--- config.mk ---
export PLATFORM = sky130hd
export DESIGN_NAME = queued_rgb_status_blinker_core
export DESIGN_NICKNAME = d
export VERILOG_FILES = /design/src/rtl/qrsb_pkg.sv /design/src/rtl/qrsb_store.sv /design/src/rtl/qrsb_engine.sv /design/src/rtl/qrsb_scale.sv /design/src/rtl/queued_rgb_status_blinker_core.sv
export SDC_FILE = /design/constraint.sdc
export NUM_CORES = 2
export LEC_CHECK = 0
export BUFFER_PORTS_ARGS = -buffer_cell sky130_fd_sc_hd__clkbuf_2
export CAP_MARGIN = 20
export CELL_PAD_IN_SITES_DETAIL_PLACEMENT = 1
export CELL_PAD_IN_SITES_GLOBAL_PLACEMENT = 1
export CORE_MARGIN = 2
export CORE_UTILIZATION = 53
export CTS_CLUSTER_SIZE = 28
export DETAILED_ROUTE_END_ITERATION = 8
export MAX_ROUTING_LAYER = met4
export PLACE_DENSITY = 0.79
export SLEW_MARGIN = 20
export SYNTH_ARGS = -nofsm -noshare
export SYNTH_HDL_FRONTEND = slang
export SYNTH_HIERARCHICAL = 1
export SYNTH_SLANG_ARGS = --single-unit
--- constraint.sdc ---
create_clock -name clk -period 6.9 [get_ports clk]
set_input_delay 0.345 -clock clk [delete_from_list [all_inputs] [get_ports clk]]
set_output_delay 0.345 -clock clk [all_outputs]
set_load 0.05 [all_outputs]
--- src/rtl/qrsb_pkg.sv ---
// shared types and constants of the queued rgb status blinker
package qrsb_pkg;

  // pending queue geometry
  localparam int DEPTH = 8;
  localparam int PTR_W = (DEPTH > 1) ? $clog2(DEPTH) : 1;
  localparam int CNT_W = $clog2(DEPTH + 1);

  // brightness ceiling in percent
  localparam int MAX_BRI = 100;

  // divide by 100 as multiply by reciprocal, exact for products below 25600
  localparam int PROD_W    = 15;
  localparam int DIV_SHIFT = 22;
  localparam int DIV_RECIP = (1 << DIV_SHIFT) / 100 + 1;
  localparam int MUL_W     = 31;

  // configuration reset value
  localparam logic [15:0] MIN_WAIT_RESET = 16'd100;

  // operation codes of an input word
  localparam logic OP_TICK = 1'b0;
  localparam logic OP_POST = 1'b1;

  // post result codes
  localparam logic [1:0] CODE_OK      = 2'd0;
  localparam logic [1:0] CODE_INVALID = 2'd1;
  localparam logic [1:0] CODE_FULL    = 2'd2;

  // one status as held in the queue and in the front and background slots
  typedef struct packed {
    logic [7:0]  red;
    logic [7:0]  green;
    logic [7:0]  blue;
    logic [6:0]  brightness;
    logic [15:0] duration;
    logic        loop_en;
  } entry_t;

  // queue memory access from the engine
  typedef struct packed {
    logic             wr_en;
    logic [PTR_W-1:0] wr_addr;
    entry_t           wr_data;
    logic [PTR_W-1:0] rd_addr;
  } store_req_t;

  // channel times brightness, before the divide by 100
  typedef struct packed {
    logic [PROD_W-1:0] red;
    logic [PROD_W-1:0] green;
    logic [PROD_W-1:0] blue;
  } prod_t;

  // word passed from the engine to the output stage
  typedef struct packed {
    prod_t      prod;
    logic [1:0] code;
  } token_t;

endpackage

--- src/rtl/qrsb_store.sv ---
// pending status memory with registered read and write forwarding
module qrsb_store (
  input  logic                clk,
  input  qrsb_pkg::store_req_t req,
  output qrsb_pkg::entry_t    rd_data
);

  qrsb_pkg::entry_t mem [qrsb_pkg::DEPTH];

  // write port
  always_ff @(posedge clk) begin
    if (req.wr_en) begin
      mem[req.wr_addr] <= req.wr_data;
    end
  end

  // read port, a write to the same entry is passed straight through
  always_ff @(posedge clk) begin
    if (req.wr_en && (req.wr_addr == req.rd_addr)) begin
      rd_data <= req.wr_data;
    end else begin
      rd_data <= mem[req.rd_addr];
    end
  end

endmodule

--- src/rtl/qrsb_engine.sv ---
// queue pointers, front and background status, blink step and level products
module qrsb_engine (
  input  logic                 clk,
  input  logic                 rst,
  // configuration
  input  logic                 cfg_valid,
  output logic                 cfg_ready,
  input  logic [15:0]          min_wait_ms,
  // input words
  input  logic                 in_valid,
  output logic                 in_ready,
  input  logic                 operation,
  input  logic [7:0]           in_red,
  input  logic [7:0]           in_green,
  input  logic [7:0]           in_blue,
  input  logic [7:0]           in_brightness,
  input  logic [15:0]          in_duration_ms,
  input  logic                 in_repeat,
  // queue memory
  output qrsb_pkg::store_req_t store_req,
  input  qrsb_pkg::entry_t     head_data,
  // words to the output stage
  output logic                 tok_valid,
  input  logic                 tok_ready,
  output qrsb_pkg::token_t     tok
);

  logic [qrsb_pkg::PTR_W-1:0] head, head_next, head_inc, tail;
  logic [qrsb_pkg::PTR_W:0]   tail_sum;
  logic [qrsb_pkg::CNT_W-1:0] count, count_next;
  qrsb_pkg::entry_t           front, front_next, back, back_next, post_entry, cur, src;
  qrsb_pkg::prod_t            prod, prod_next;
  logic                       phase, phase_next, phase_base;
  logic [15:0]                wait_cnt, wait_cnt_next, wait_len;
  logic [16:0]                wait_inc;
  logic [15:0]                min_wait;
  logic [1:0]                 code;
  logic                       accept, is_post, is_pop, do_step, full, invalid;
  logic                       show_off, write_ok;

  assign accept    = in_valid && in_ready;
  assign in_ready  = !tok_valid || tok_ready;
  assign cfg_ready = 1'b1;

  // configuration register
  always_ff @(posedge clk) begin
    if (rst) begin
      min_wait <= qrsb_pkg::MIN_WAIT_RESET;
    end else if (cfg_valid) begin
      min_wait <= min_wait_ms;
    end
  end

  // request checks and queue addressing
  always_comb begin
    post_entry.red        = in_red;
    post_entry.green      = in_green;
    post_entry.blue       = in_blue;
    post_entry.brightness = (in_brightness > 8'(qrsb_pkg::MAX_BRI)) ?
                            7'(qrsb_pkg::MAX_BRI) : in_brightness[6:0];
    post_entry.duration   = in_duration_ms;
    post_entry.loop_en    = in_repeat;
    is_post  = (operation == qrsb_pkg::OP_POST);
    invalid  = (in_duration_ms == 16'd0) && !in_repeat;
    full     = (count == qrsb_pkg::CNT_W'(qrsb_pkg::DEPTH));
    write_ok = accept && is_post && !invalid && !full;
    is_pop   = !is_post && (count != '0);
    tail_sum = (qrsb_pkg::PTR_W+1)'(head) + (qrsb_pkg::PTR_W+1)'(count);
    tail     = (tail_sum >= (qrsb_pkg::PTR_W+1)'(qrsb_pkg::DEPTH)) ?
               qrsb_pkg::PTR_W'(tail_sum - (qrsb_pkg::PTR_W+1)'(qrsb_pkg::DEPTH)) :
               qrsb_pkg::PTR_W'(tail_sum);
    head_inc = (head == qrsb_pkg::PTR_W'(qrsb_pkg::DEPTH - 1)) ?
               '0 : head + qrsb_pkg::PTR_W'(1);
    if (!is_post) begin
      code = qrsb_pkg::CODE_OK;
    end else if (invalid) begin
      code = qrsb_pkg::CODE_INVALID;
    end else if (full) begin
      code = qrsb_pkg::CODE_FULL;
    end else begin
      code = qrsb_pkg::CODE_OK;
    end
  end

  // pointer and count update
  always_comb begin
    head_next  = head;
    count_next = count;
    if (accept && is_pop) begin
      head_next  = head_inc;
      count_next = count - qrsb_pkg::CNT_W'(1);
    end else if (write_ok) begin
      count_next = count + qrsb_pkg::CNT_W'(1);
    end
  end

  // memory requests, the next head entry is read ahead into the store's read register
  always_comb begin
    store_req.wr_en   = write_ok;
    store_req.wr_addr = tail;
    store_req.wr_data = post_entry;
    store_req.rd_addr = head_next;
  end

  // tick handling: pop, timeout step or wait count
  always_comb begin
    cur        = is_pop ? head_data : front;
    phase_base = is_pop ? 1'b0 : phase;
    back_next  = (is_pop && head_data.loop_en) ? head_data : back;
    wait_len   = (front.duration >= min_wait) ? front.duration : min_wait;
    wait_inc   = {1'b0, wait_cnt} + 17'd1;
    do_step    = is_pop || (wait_inc >= {1'b0, wait_len});
    front_next = cur;
    phase_next = !phase_base;
    src        = cur;
    show_off   = 1'b0;
    if (!phase_base || (cur.duration == 16'd0)) begin
      src = cur;
    end else if (cur.loop_en) begin
      show_off = 1'b1;
    end else begin
      src        = back_next;
      phase_next = 1'b1;
      front_next = back_next;
    end
    wait_cnt_next = do_step ? 16'd0 : wait_inc[15:0];
  end

  // level products of the status being shown
  always_comb begin
    if (show_off) begin
      prod_next = '0;
    end else begin
      prod_next.red   = qrsb_pkg::PROD_W'(src.red)   * qrsb_pkg::PROD_W'(src.brightness);
      prod_next.green = qrsb_pkg::PROD_W'(src.green) * qrsb_pkg::PROD_W'(src.brightness);
      prod_next.blue  = qrsb_pkg::PROD_W'(src.blue)  * qrsb_pkg::PROD_W'(src.brightness);
    end
  end

  // blinker state
  always_ff @(posedge clk) begin
    if (rst) begin
      head     <= '0;
      count    <= '0;
      front    <= '0;
      back     <= '0;
      phase    <= 1'b0;
      wait_cnt <= '0;
      prod     <= '0;
    end else if (accept) begin
      head  <= head_next;
      count <= count_next;
      if (!is_post) begin
        back     <= back_next;
        wait_cnt <= wait_cnt_next;
        if (do_step) begin
          front <= front_next;
          phase <= phase_next;
          prod  <= prod_next;
        end else if (is_pop) begin
          front <= cur;
        end
      end
    end
  end

  // word register towards the output stage
  always_ff @(posedge clk) begin
    if (rst) begin
      tok_valid <= 1'b0;
    end else if (in_ready) begin
      tok_valid <= accept;
    end
  end

  always_ff @(posedge clk) begin
    if (accept) begin
      tok.code <= code;
      tok.prod <= (!is_post && do_step) ? prod_next : prod;
    end
  end

  // the queue never holds more than its depth
  a_count_bound: assert property (@(posedge clk) disable iff (rst)
    count <= qrsb_pkg::CNT_W'(qrsb_pkg::DEPTH))
    else $error("pending count above depth");

  // a refused post leaves the queue alone
  a_refused_post: assert property (@(posedge clk) disable iff (rst)
    (accept && is_post && (code != qrsb_pkg::CODE_OK)) |=> $stable(count) && $stable(head))
    else $error("refused post changed the queue");

  // a pop always shows the new front and restarts the wait
  a_pop_step: assert property (@(posedge clk) disable iff (rst)
    (accept && is_pop) |=> phase && (wait_cnt == 16'd0))
    else $error("pop did not step");

endmodule

--- src/rtl/qrsb_scale.sv ---
// divide-by-100 of the level products and the output register
module qrsb_scale (
  input  logic             clk,
  input  logic             rst,
  input  logic             tok_valid,
  output logic             tok_ready,
  input  qrsb_pkg::token_t tok,
  output logic             out_valid,
  input  logic             out_ready,
  output logic [7:0]       red_level,
  output logic [7:0]       green_level,
  output logic [7:0]       blue_level,
  output logic [1:0]       post_code
);

  logic [qrsb_pkg::MUL_W-1:0] mul_red, mul_green, mul_blue;

  assign tok_ready = !out_valid || out_ready;

  // reciprocal multiplies
  always_comb begin
    mul_red   = qrsb_pkg::MUL_W'(tok.prod.red)   * qrsb_pkg::MUL_W'(qrsb_pkg::DIV_RECIP);
    mul_green = qrsb_pkg::MUL_W'(tok.prod.green) * qrsb_pkg::MUL_W'(qrsb_pkg::DIV_RECIP);
    mul_blue  = qrsb_pkg::MUL_W'(tok.prod.blue)  * qrsb_pkg::MUL_W'(qrsb_pkg::DIV_RECIP);
  end

  // output word valid
  always_ff @(posedge clk) begin
    if (rst) begin
      out_valid <= 1'b0;
    end else if (tok_ready) begin
      out_valid <= tok_valid;
    end
  end

  // output word payload
  always_ff @(posedge clk) begin
    if (tok_valid && tok_ready) begin
      red_level   <= mul_red[qrsb_pkg::DIV_SHIFT +: 8];
      green_level <= mul_green[qrsb_pkg::DIV_SHIFT +: 8];
      blue_level  <= mul_blue[qrsb_pkg::DIV_SHIFT +: 8];
      post_code   <= tok.code;
    end
  end

endmodule

--- src/rtl/queued_rgb_status_blinker_core.sv ---
// Status LED blinker: posts queue colour requests, ticks pop them or time the
// blink. One input word is taken every cycle while the output side is not
// stalled; its result word passes the engine word register, then the
// divide-by-100 output register. The queue memory reads the next head entry
// ahead into its read register, with write forwarding, so a pop never
// waits on the memory. Configuration writes to min_wait_ms are taken at once
// and must be made while the block is idle.
module queued_rgb_status_blinker_core (
  input  logic        clk,
  input  logic        rst,
  input  logic        cfg_valid,
  output logic        cfg_ready,
  input  logic [15:0] min_wait_ms,
  input  logic        in_valid,
  output logic        in_ready,
  input  logic        operation,
  input  logic [7:0]  in_red,
  input  logic [7:0]  in_green,
  input  logic [7:0]  in_blue,
  input  logic [7:0]  in_brightness,
  input  logic [15:0] in_duration_ms,
  input  logic        in_repeat,
  output logic        out_valid,
  input  logic        out_ready,
  output logic [7:0]  red_level,
  output logic [7:0]  green_level,
  output logic [7:0]  blue_level,
  output logic [1:0]  post_code
);

  qrsb_pkg::store_req_t store_req;
  qrsb_pkg::entry_t     head_data;
  qrsb_pkg::token_t     tok;
  logic                 tok_valid, tok_ready;

  // pending queue memory
  qrsb_store u_store (
    .clk     (clk),
    .req     (store_req),
    .rd_data (head_data)
  );

  // queue control and blink state
  qrsb_engine u_engine (
    .clk            (clk),
    .rst            (rst),
    .cfg_valid      (cfg_valid),
    .cfg_ready      (cfg_ready),
    .min_wait_ms    (min_wait_ms),
    .in_valid       (in_valid),
    .in_ready       (in_ready),
    .operation      (operation),
    .in_red         (in_red),
    .in_green       (in_green),
    .in_blue        (in_blue),
    .in_brightness  (in_brightness),
    .in_duration_ms (in_duration_ms),
    .in_repeat      (in_repeat),
    .store_req      (store_req),
    .head_data      (head_data),
    .tok_valid      (tok_valid),
    .tok_ready      (tok_ready),
    .tok            (tok)
  );

  // level scaling and output register
  qrsb_scale u_scale (
    .clk         (clk),
    .rst         (rst),
    .tok_valid   (tok_valid),
    .tok_ready   (tok_ready),
    .tok         (tok),
    .out_valid   (out_valid),
    .out_ready   (out_ready),
    .red_level   (red_level),
    .green_level (green_level),
    .blue_level  (blue_level),
    .post_code   (post_code)
  );

endmodule

==> results_tabular.tex <==
\begin{tabular}{lr}
\hline
Metric & Value \\
\hline
\multicolumn{2}{l}{\textbf{Die}} \\
Die Y & a little under 300 µm \\
Die area & between 0.08 and 0.09 mm² \\
Core area & just over 0.08 mm² \\
I/O pin total & 100 \\
Starting density of the core & 0.533 \\
Width of the die & 291 µm \\
Site Rows & $\sim$110 \\
\multicolumn{2}{l}{\textbf{Pwr}} \\
Leak & about 0.020 µW \\
Pwr Density & $\sim$240 mW/mm² \\
IR drop worst, VDD & 250 µV \\
PnR Total Power & between 10000 and 15000 µW \\
\multicolumn{2}{l}{\textbf{Yosys}} \\
Top cells by area, synth & sky130\_fd\_sc\_hd\_\_edfxtp\_1 31\%, sky130\_fd\_sc\_hd\_\_fa\_1 13\%, sky130\_fd\_sc\_hd\_\_ha\_1 12\% \\
Top cell type by total area after synthesis & sky130\_fd\_sc\_hd\_\_edfxtp\_1 \\
Yosys Warn Count & 6 \\
Syn Inst Count & roughly 3.7k \\
Avg Inst Size Synth & 11.8 µm² \\
Unique masters post-synth & 80 \\
Syn\_nets & 4472 \\
Cell area after technology mapping & about 0.044 mm² \\
Post-synthesis async set-or-reset flop share & 0 \\
Most used flip-flop cell after synthesis & sky130\_fd\_sc\_hd\_\_edfxtp\_1 \\
Sequential share of the synthesized area & 0.400 \\
Synth top area share & 0.315 \\
Post-synthesis register bit count & around 640 \\
Number of enable-type register cells in the synthesized netlist & $\sim$460 \\
\multicolumn{2}{l}{\textbf{Setup path}} \\
Critical path's top delay family & adder cells \\
Endpoint arrival time on the critical path & a little over 7 ns \\
Data required time at the worst endpoint & about 7.5 ns \\
CP Cell Sequence & buf\_12 > mux4\_2 > mux2\_4 > nand2\_1 > o211a\_1 > buf\_4 > nor2\_1 > fa\_1 > fa\_1 > fa\_1 > inv\_1 > fa\_1 > inv\_1 > ha\_1 > nor4\_1 > o21ai\_0 > a41oi\_1 > mux2i\_1 > a2111oi\_1 > a31o\_2 \\
Kind of start point of the critical path & flop \\
Critical Path Most Common Cell & sky130\_fd\_sc\_hd\_\_fa\_1 \\
Master of the slowest instance on the critical path & sky130\_fd\_sc\_hd\_\_fa\_1 \\
Worst setup path class & flop to flop \\
Count of buffer and inverter cells on the critical path & 4 \\
Maximum fanout along the worst path & 18 \\
Category of the worst setup path capture point & flop \\
Maximum single-stage delay on the critical path & 0.58 ns \\
\multicolumn{2}{l}{\textbf{Timing}} \\
Slew of the pin with the lowest slew margin & roughly 1.0 ns \\
Setup\_tns & 0 ns \\
Final-report hold violation count & 0 \\
Final period utilization & 0.946 \\
Highest attainable clock frequency & between 150 and 200 MHz \\
Setup-failing EPs final & 0 \\
Relative slew slack & 0.329 \\
Final worst slack & about 0.37 ns \\
Post-layout min period & approximately 6.5 ns \\
Number of pins with negative max-slew slack in the final report & 0 \\
Unrepaired setup endpoints after global routing & false \\
Post-Route Skew & about 0.064 ns \\
\multicolumn{2}{l}{\textbf{Global routing}} \\
Pin count of the biggest net entering global routing & slightly below 100 \\
Number of global-route vias before repair & approximately 32k \\
Gr usage total & 0.282 \\
Global route overflow & 0 \\
First-pass GRT wire length & 181000 µm \\
Antenna violations before repair & 2 \\
\multicolumn{2}{l}{\textbf{Finish}} \\
Relative area change from synthesis to final layout & 10.2\% \\
Share of cells above drive strength 1 & 0.141 \\
Area of the multi-input gates & 0.0232 mm² \\
Final standard cell count with taps included and fillers excluded & a little under 5k \\
Area taken by flip-flops and latches & roughly 0.017 mm² \\
Layout Cell Area excl Fill & $\sim$0.048 mm² \\
FILL cells & between 8k and 9k \\
Number of nets in the layout & between 4k and 5k \\
\multicolumn{2}{l}{\textbf{Clock network}} \\
Clk buf depth & 3 \\
H-Tree Depth & 3 \\
Sink Count & about 640 \\
Cell at the root of the clock tree & sky130\_fd\_sc\_hd\_\_clkbuf\_16 \\
Post-CTS setup-driven buffer insertion count & 0 \\
Clock transition at the register clock pins on the worst setup and hold paths after CTS & around 0.07 ns \\
TritonCTS clock tree & done \\
Number of buffers added by the clock tree synthesis step & approximately 70 \\
Latest clock arrival within the worst-skew pair & 0.66 ns \\
\multicolumn{2}{l}{\textbf{Detailed routing}} \\
Wire length after detailed routing & 115000 µm \\
Post-DRT Antenna Nets & 0 \\
Drt drc & 0 \\
First-pass DRT Iterations & 6 \\
Initial drt markers & 1918 \\
Detail-routed via count per cell & $\sim$5.9 \\
Wire per inst & 23.4 µm \\
Via total after detailed routing & about 29k \\
\multicolumn{2}{l}{\textbf{Placement}} \\
IO buf count & 98 \\
RePlAce Congestion & 0.885 \\
Area after DPL & roughly 0.045 mm² \\
Placement-stage worst setup slack & 0.218 ns \\
Placed cell count & $\sim$4.7k \\
Placed wire-length estimate after detailed placement & a little under 80000 µm \\
\multicolumn{2}{l}{\textbf{Status}} \\
Status & completed \\
\multicolumn{2}{l}{\textbf{Worst hold path}} \\
Class of the tightest hold or removal check & input pin to flop \\
\multicolumn{2}{l}{\textbf{Job}} \\
Max Cap Viol & 0 \\
\hline
\end{tabular}
placed cells by master, fill, tap and decap left out, types with 93 or more instances in the layout:
master,instances
sky130_fd_sc_hd__mux4_2,93
sky130_fd_sc_hd__fa_1,293
sky130_fd_sc_hd__mux2i_1,107
sky130_fd_sc_hd__clkbuf_2,97
sky130_fd_sc_hd__ha_1,431
sky130_fd_sc_hd__nand2_1,338
sky130_fd_sc_hd__dfxtp_1,183
sky130_fd_sc_hd__nor2_1,212
sky130_fd_sc_hd__inv_1,511
sky130_fd_sc_hd__a21oi_1,109
sky130_fd_sc_hd__edfxtp_1,457
metal layers:
| metal | track usage | vias to the layer above | routed length (µm) |
|---|---|---|---|
| met4 | 0.0974 | 0 | 3880 |
| met3 | 0.0434 | 217 | 6120 |
| met5 | - | - | 0 |
| li1 | - | 13034 | - |
| met1 | 0.345 | 14676 | 47100 |
| met2 | 0.480 | 847 | 57700 |
worst reg2reg max path: stages, from the launching register on:
cell and delay (ns):
sky130_fd_sc_hd__dfxtp_4 0.50, sky130_fd_sc_hd__buf_12 0.24, sky130_fd_sc_hd__mux4_2 0.58, sky130_fd_sc_hd__mux2_4 0.32, sky130_fd_sc_hd__nand2_1 0.12, sky130_fd_sc_hd__o211a_1 0.40, sky130_fd_sc_hd__buf_4 0.28, sky130_fd_sc_hd__nor2_1 0.09
sky130_fd_sc_hd__fa_1 0.58, sky130_fd_sc_hd__fa_1 0.45, sky130_fd_sc_hd__fa_1 0.54, sky130_fd_sc_hd__inv_1 0.05, sky130_fd_sc_hd__fa_1 0.52, sky130_fd_sc_hd__inv_1 0.04, sky130_fd_sc_hd__ha_1 0.26, sky130_fd_sc_hd__nor4_1 0.33
sky130_fd_sc_hd__o21ai_0 0.19, sky130_fd_sc_hd__a41oi_1 0.30, sky130_fd_sc_hd__mux2i_1 0.14, sky130_fd_sc_hd__a2111oi_1 0.40, sky130_fd_sc_hd__a31o_2 0.16
cell type report:
class                   count  area share
clock inverters            36     0.00933
inverters                 513      0.0402
multi-input cells        2326       0.483
clock buffers              96      0.0405
well taps                1070      0.0279
diodes                      2    0.000104
repair buffers            230      0.0352
flip-flops and latches    643       0.364
synthesized netlist by cell type, types with 13 or more instances:
library cell	instances
sky130_fd_sc_hd__a2111oi_2	22
sky130_fd_sc_hd__a211oi_1	16
sky130_fd_sc_hd__a21o_1	25
sky130_fd_sc_hd__a21oi_1	110
sky130_fd_sc_hd__a31o_1	20
sky130_fd_sc_hd__a31o_2	14
sky130_fd_sc_hd__a31oi_1	19
sky130_fd_sc_hd__and2_1	22
sky130_fd_sc_hd__and3_1	19
sky130_fd_sc_hd__buf_2	58
sky130_fd_sc_hd__buf_4	51
sky130_fd_sc_hd__clkbuf_1	70
sky130_fd_sc_hd__dfxtp_1	186
sky130_fd_sc_hd__edfxtp_1	457
sky130_fd_sc_hd__fa_1	293
sky130_fd_sc_hd__ha_1	431
sky130_fd_sc_hd__inv_1	512
sky130_fd_sc_hd__mux2_2	31
sky130_fd_sc_hd__mux2_4	40
sky130_fd_sc_hd__mux2i_1	108
sky130_fd_sc_hd__mux4_2	93
sky130_fd_sc_hd__nand2_1	338
sky130_fd_sc_hd__nand3_1	57
sky130_fd_sc_hd__nand4_1	28
sky130_fd_sc_hd__nand4b_1	27
sky130_fd_sc_hd__nor2_1	219
sky130_fd_sc_hd__nor2b_1	16
sky130_fd_sc_hd__nor3_1	34
sky130_fd_sc_hd__o211a_1	26
sky130_fd_sc_hd__o211ai_1	34
sky130_fd_sc_hd__o21a_1	14
sky130_fd_sc_hd__o21ai_0	56
sky130_fd_sc_hd__xnor2_1	55
sky130_fd_sc_hd__xor2_1	13
final timing paths:
path | start | to | slack (ns) | cells after the start
worst max-delay path | flop | u_engine/prod[41] | 0.37 | 20
worst min-delay path | in_duration_ms[12] | u_store/mem[2][13] | 0.02 | 1
worst max register to register | flop | u_engine/prod[41] | 0.37 | 20
worst min register to register | u_engine/back[3] | u_engine/back[3] | 0.45 | 2
timing repair:
item                       in CTS  in global routing
hold endpoints to repair      226                  0
hold buffers                   45                  0
gates resized for setup         0                  5
setup endpoints to repair       0                 24
cell families (layout without fill, tap and decap cells):
logic type               after synthesis  count (layout)  share of synthesized area
AO/OA/AOI/OAI                        427             427                     0.0723
XOR/XNOR                              68              68                     0.0137
adder cells (fa/ha/maj)              724             724                      0.258
buffers and inverters                708             875                     0.0700
flip-flops                           643             643                      0.400
multiplexers                         283             283                     0.0986
other                                  1               3                  0.0000861
AND/OR/NAND/NOR                      823             823                     0.0866
report_power, final:
| group | total (µW) | switching [µW] | leakage [µW] | internal, µW |
|---|---|---|---|---|
| Clock | 3920 | 1700 | 0.00116 | 2210 |
| Combinational | 3460 | 2060 | 0.0133 | 1390 |
| Sequential | 4380 | 81.4 | 0.00570 | 4300 |
sequential cells by signal (all words and copies together) (netlist names), named ones only:
register,flops
u_scale/green_level,8
u_scale/post_code,2
u_engine/wait_cnt,16
u_engine/phase,1
u_engine/back,48
u_engine/front,48
u_engine/tok,47
u_engine/prod,45
u_store/mem,384
u_engine/min_wait,16
u_engine/tok_valid,1
u_scale/out_valid,1
u_scale/blue_level,8
u_scale/red_level,8
u_engine/count,4
u_engine/head,3
metrics by stage:
| step | hold slack, ns | util |
|---|---|---|
| 5_1_grt | 0.0137 | 0.588 |
| 3_3_place_gp | 0.439 | 0.552 |
| 6_report | 0.0223 | 0.588 |
| 4_1_cts | 0.00171 | 0.587 |
| 3_5_place_dp | 0.449 | 0.552 |
| 2_1_floorplan | 0.400 | - |
Power figures use the tool's default switching activity.
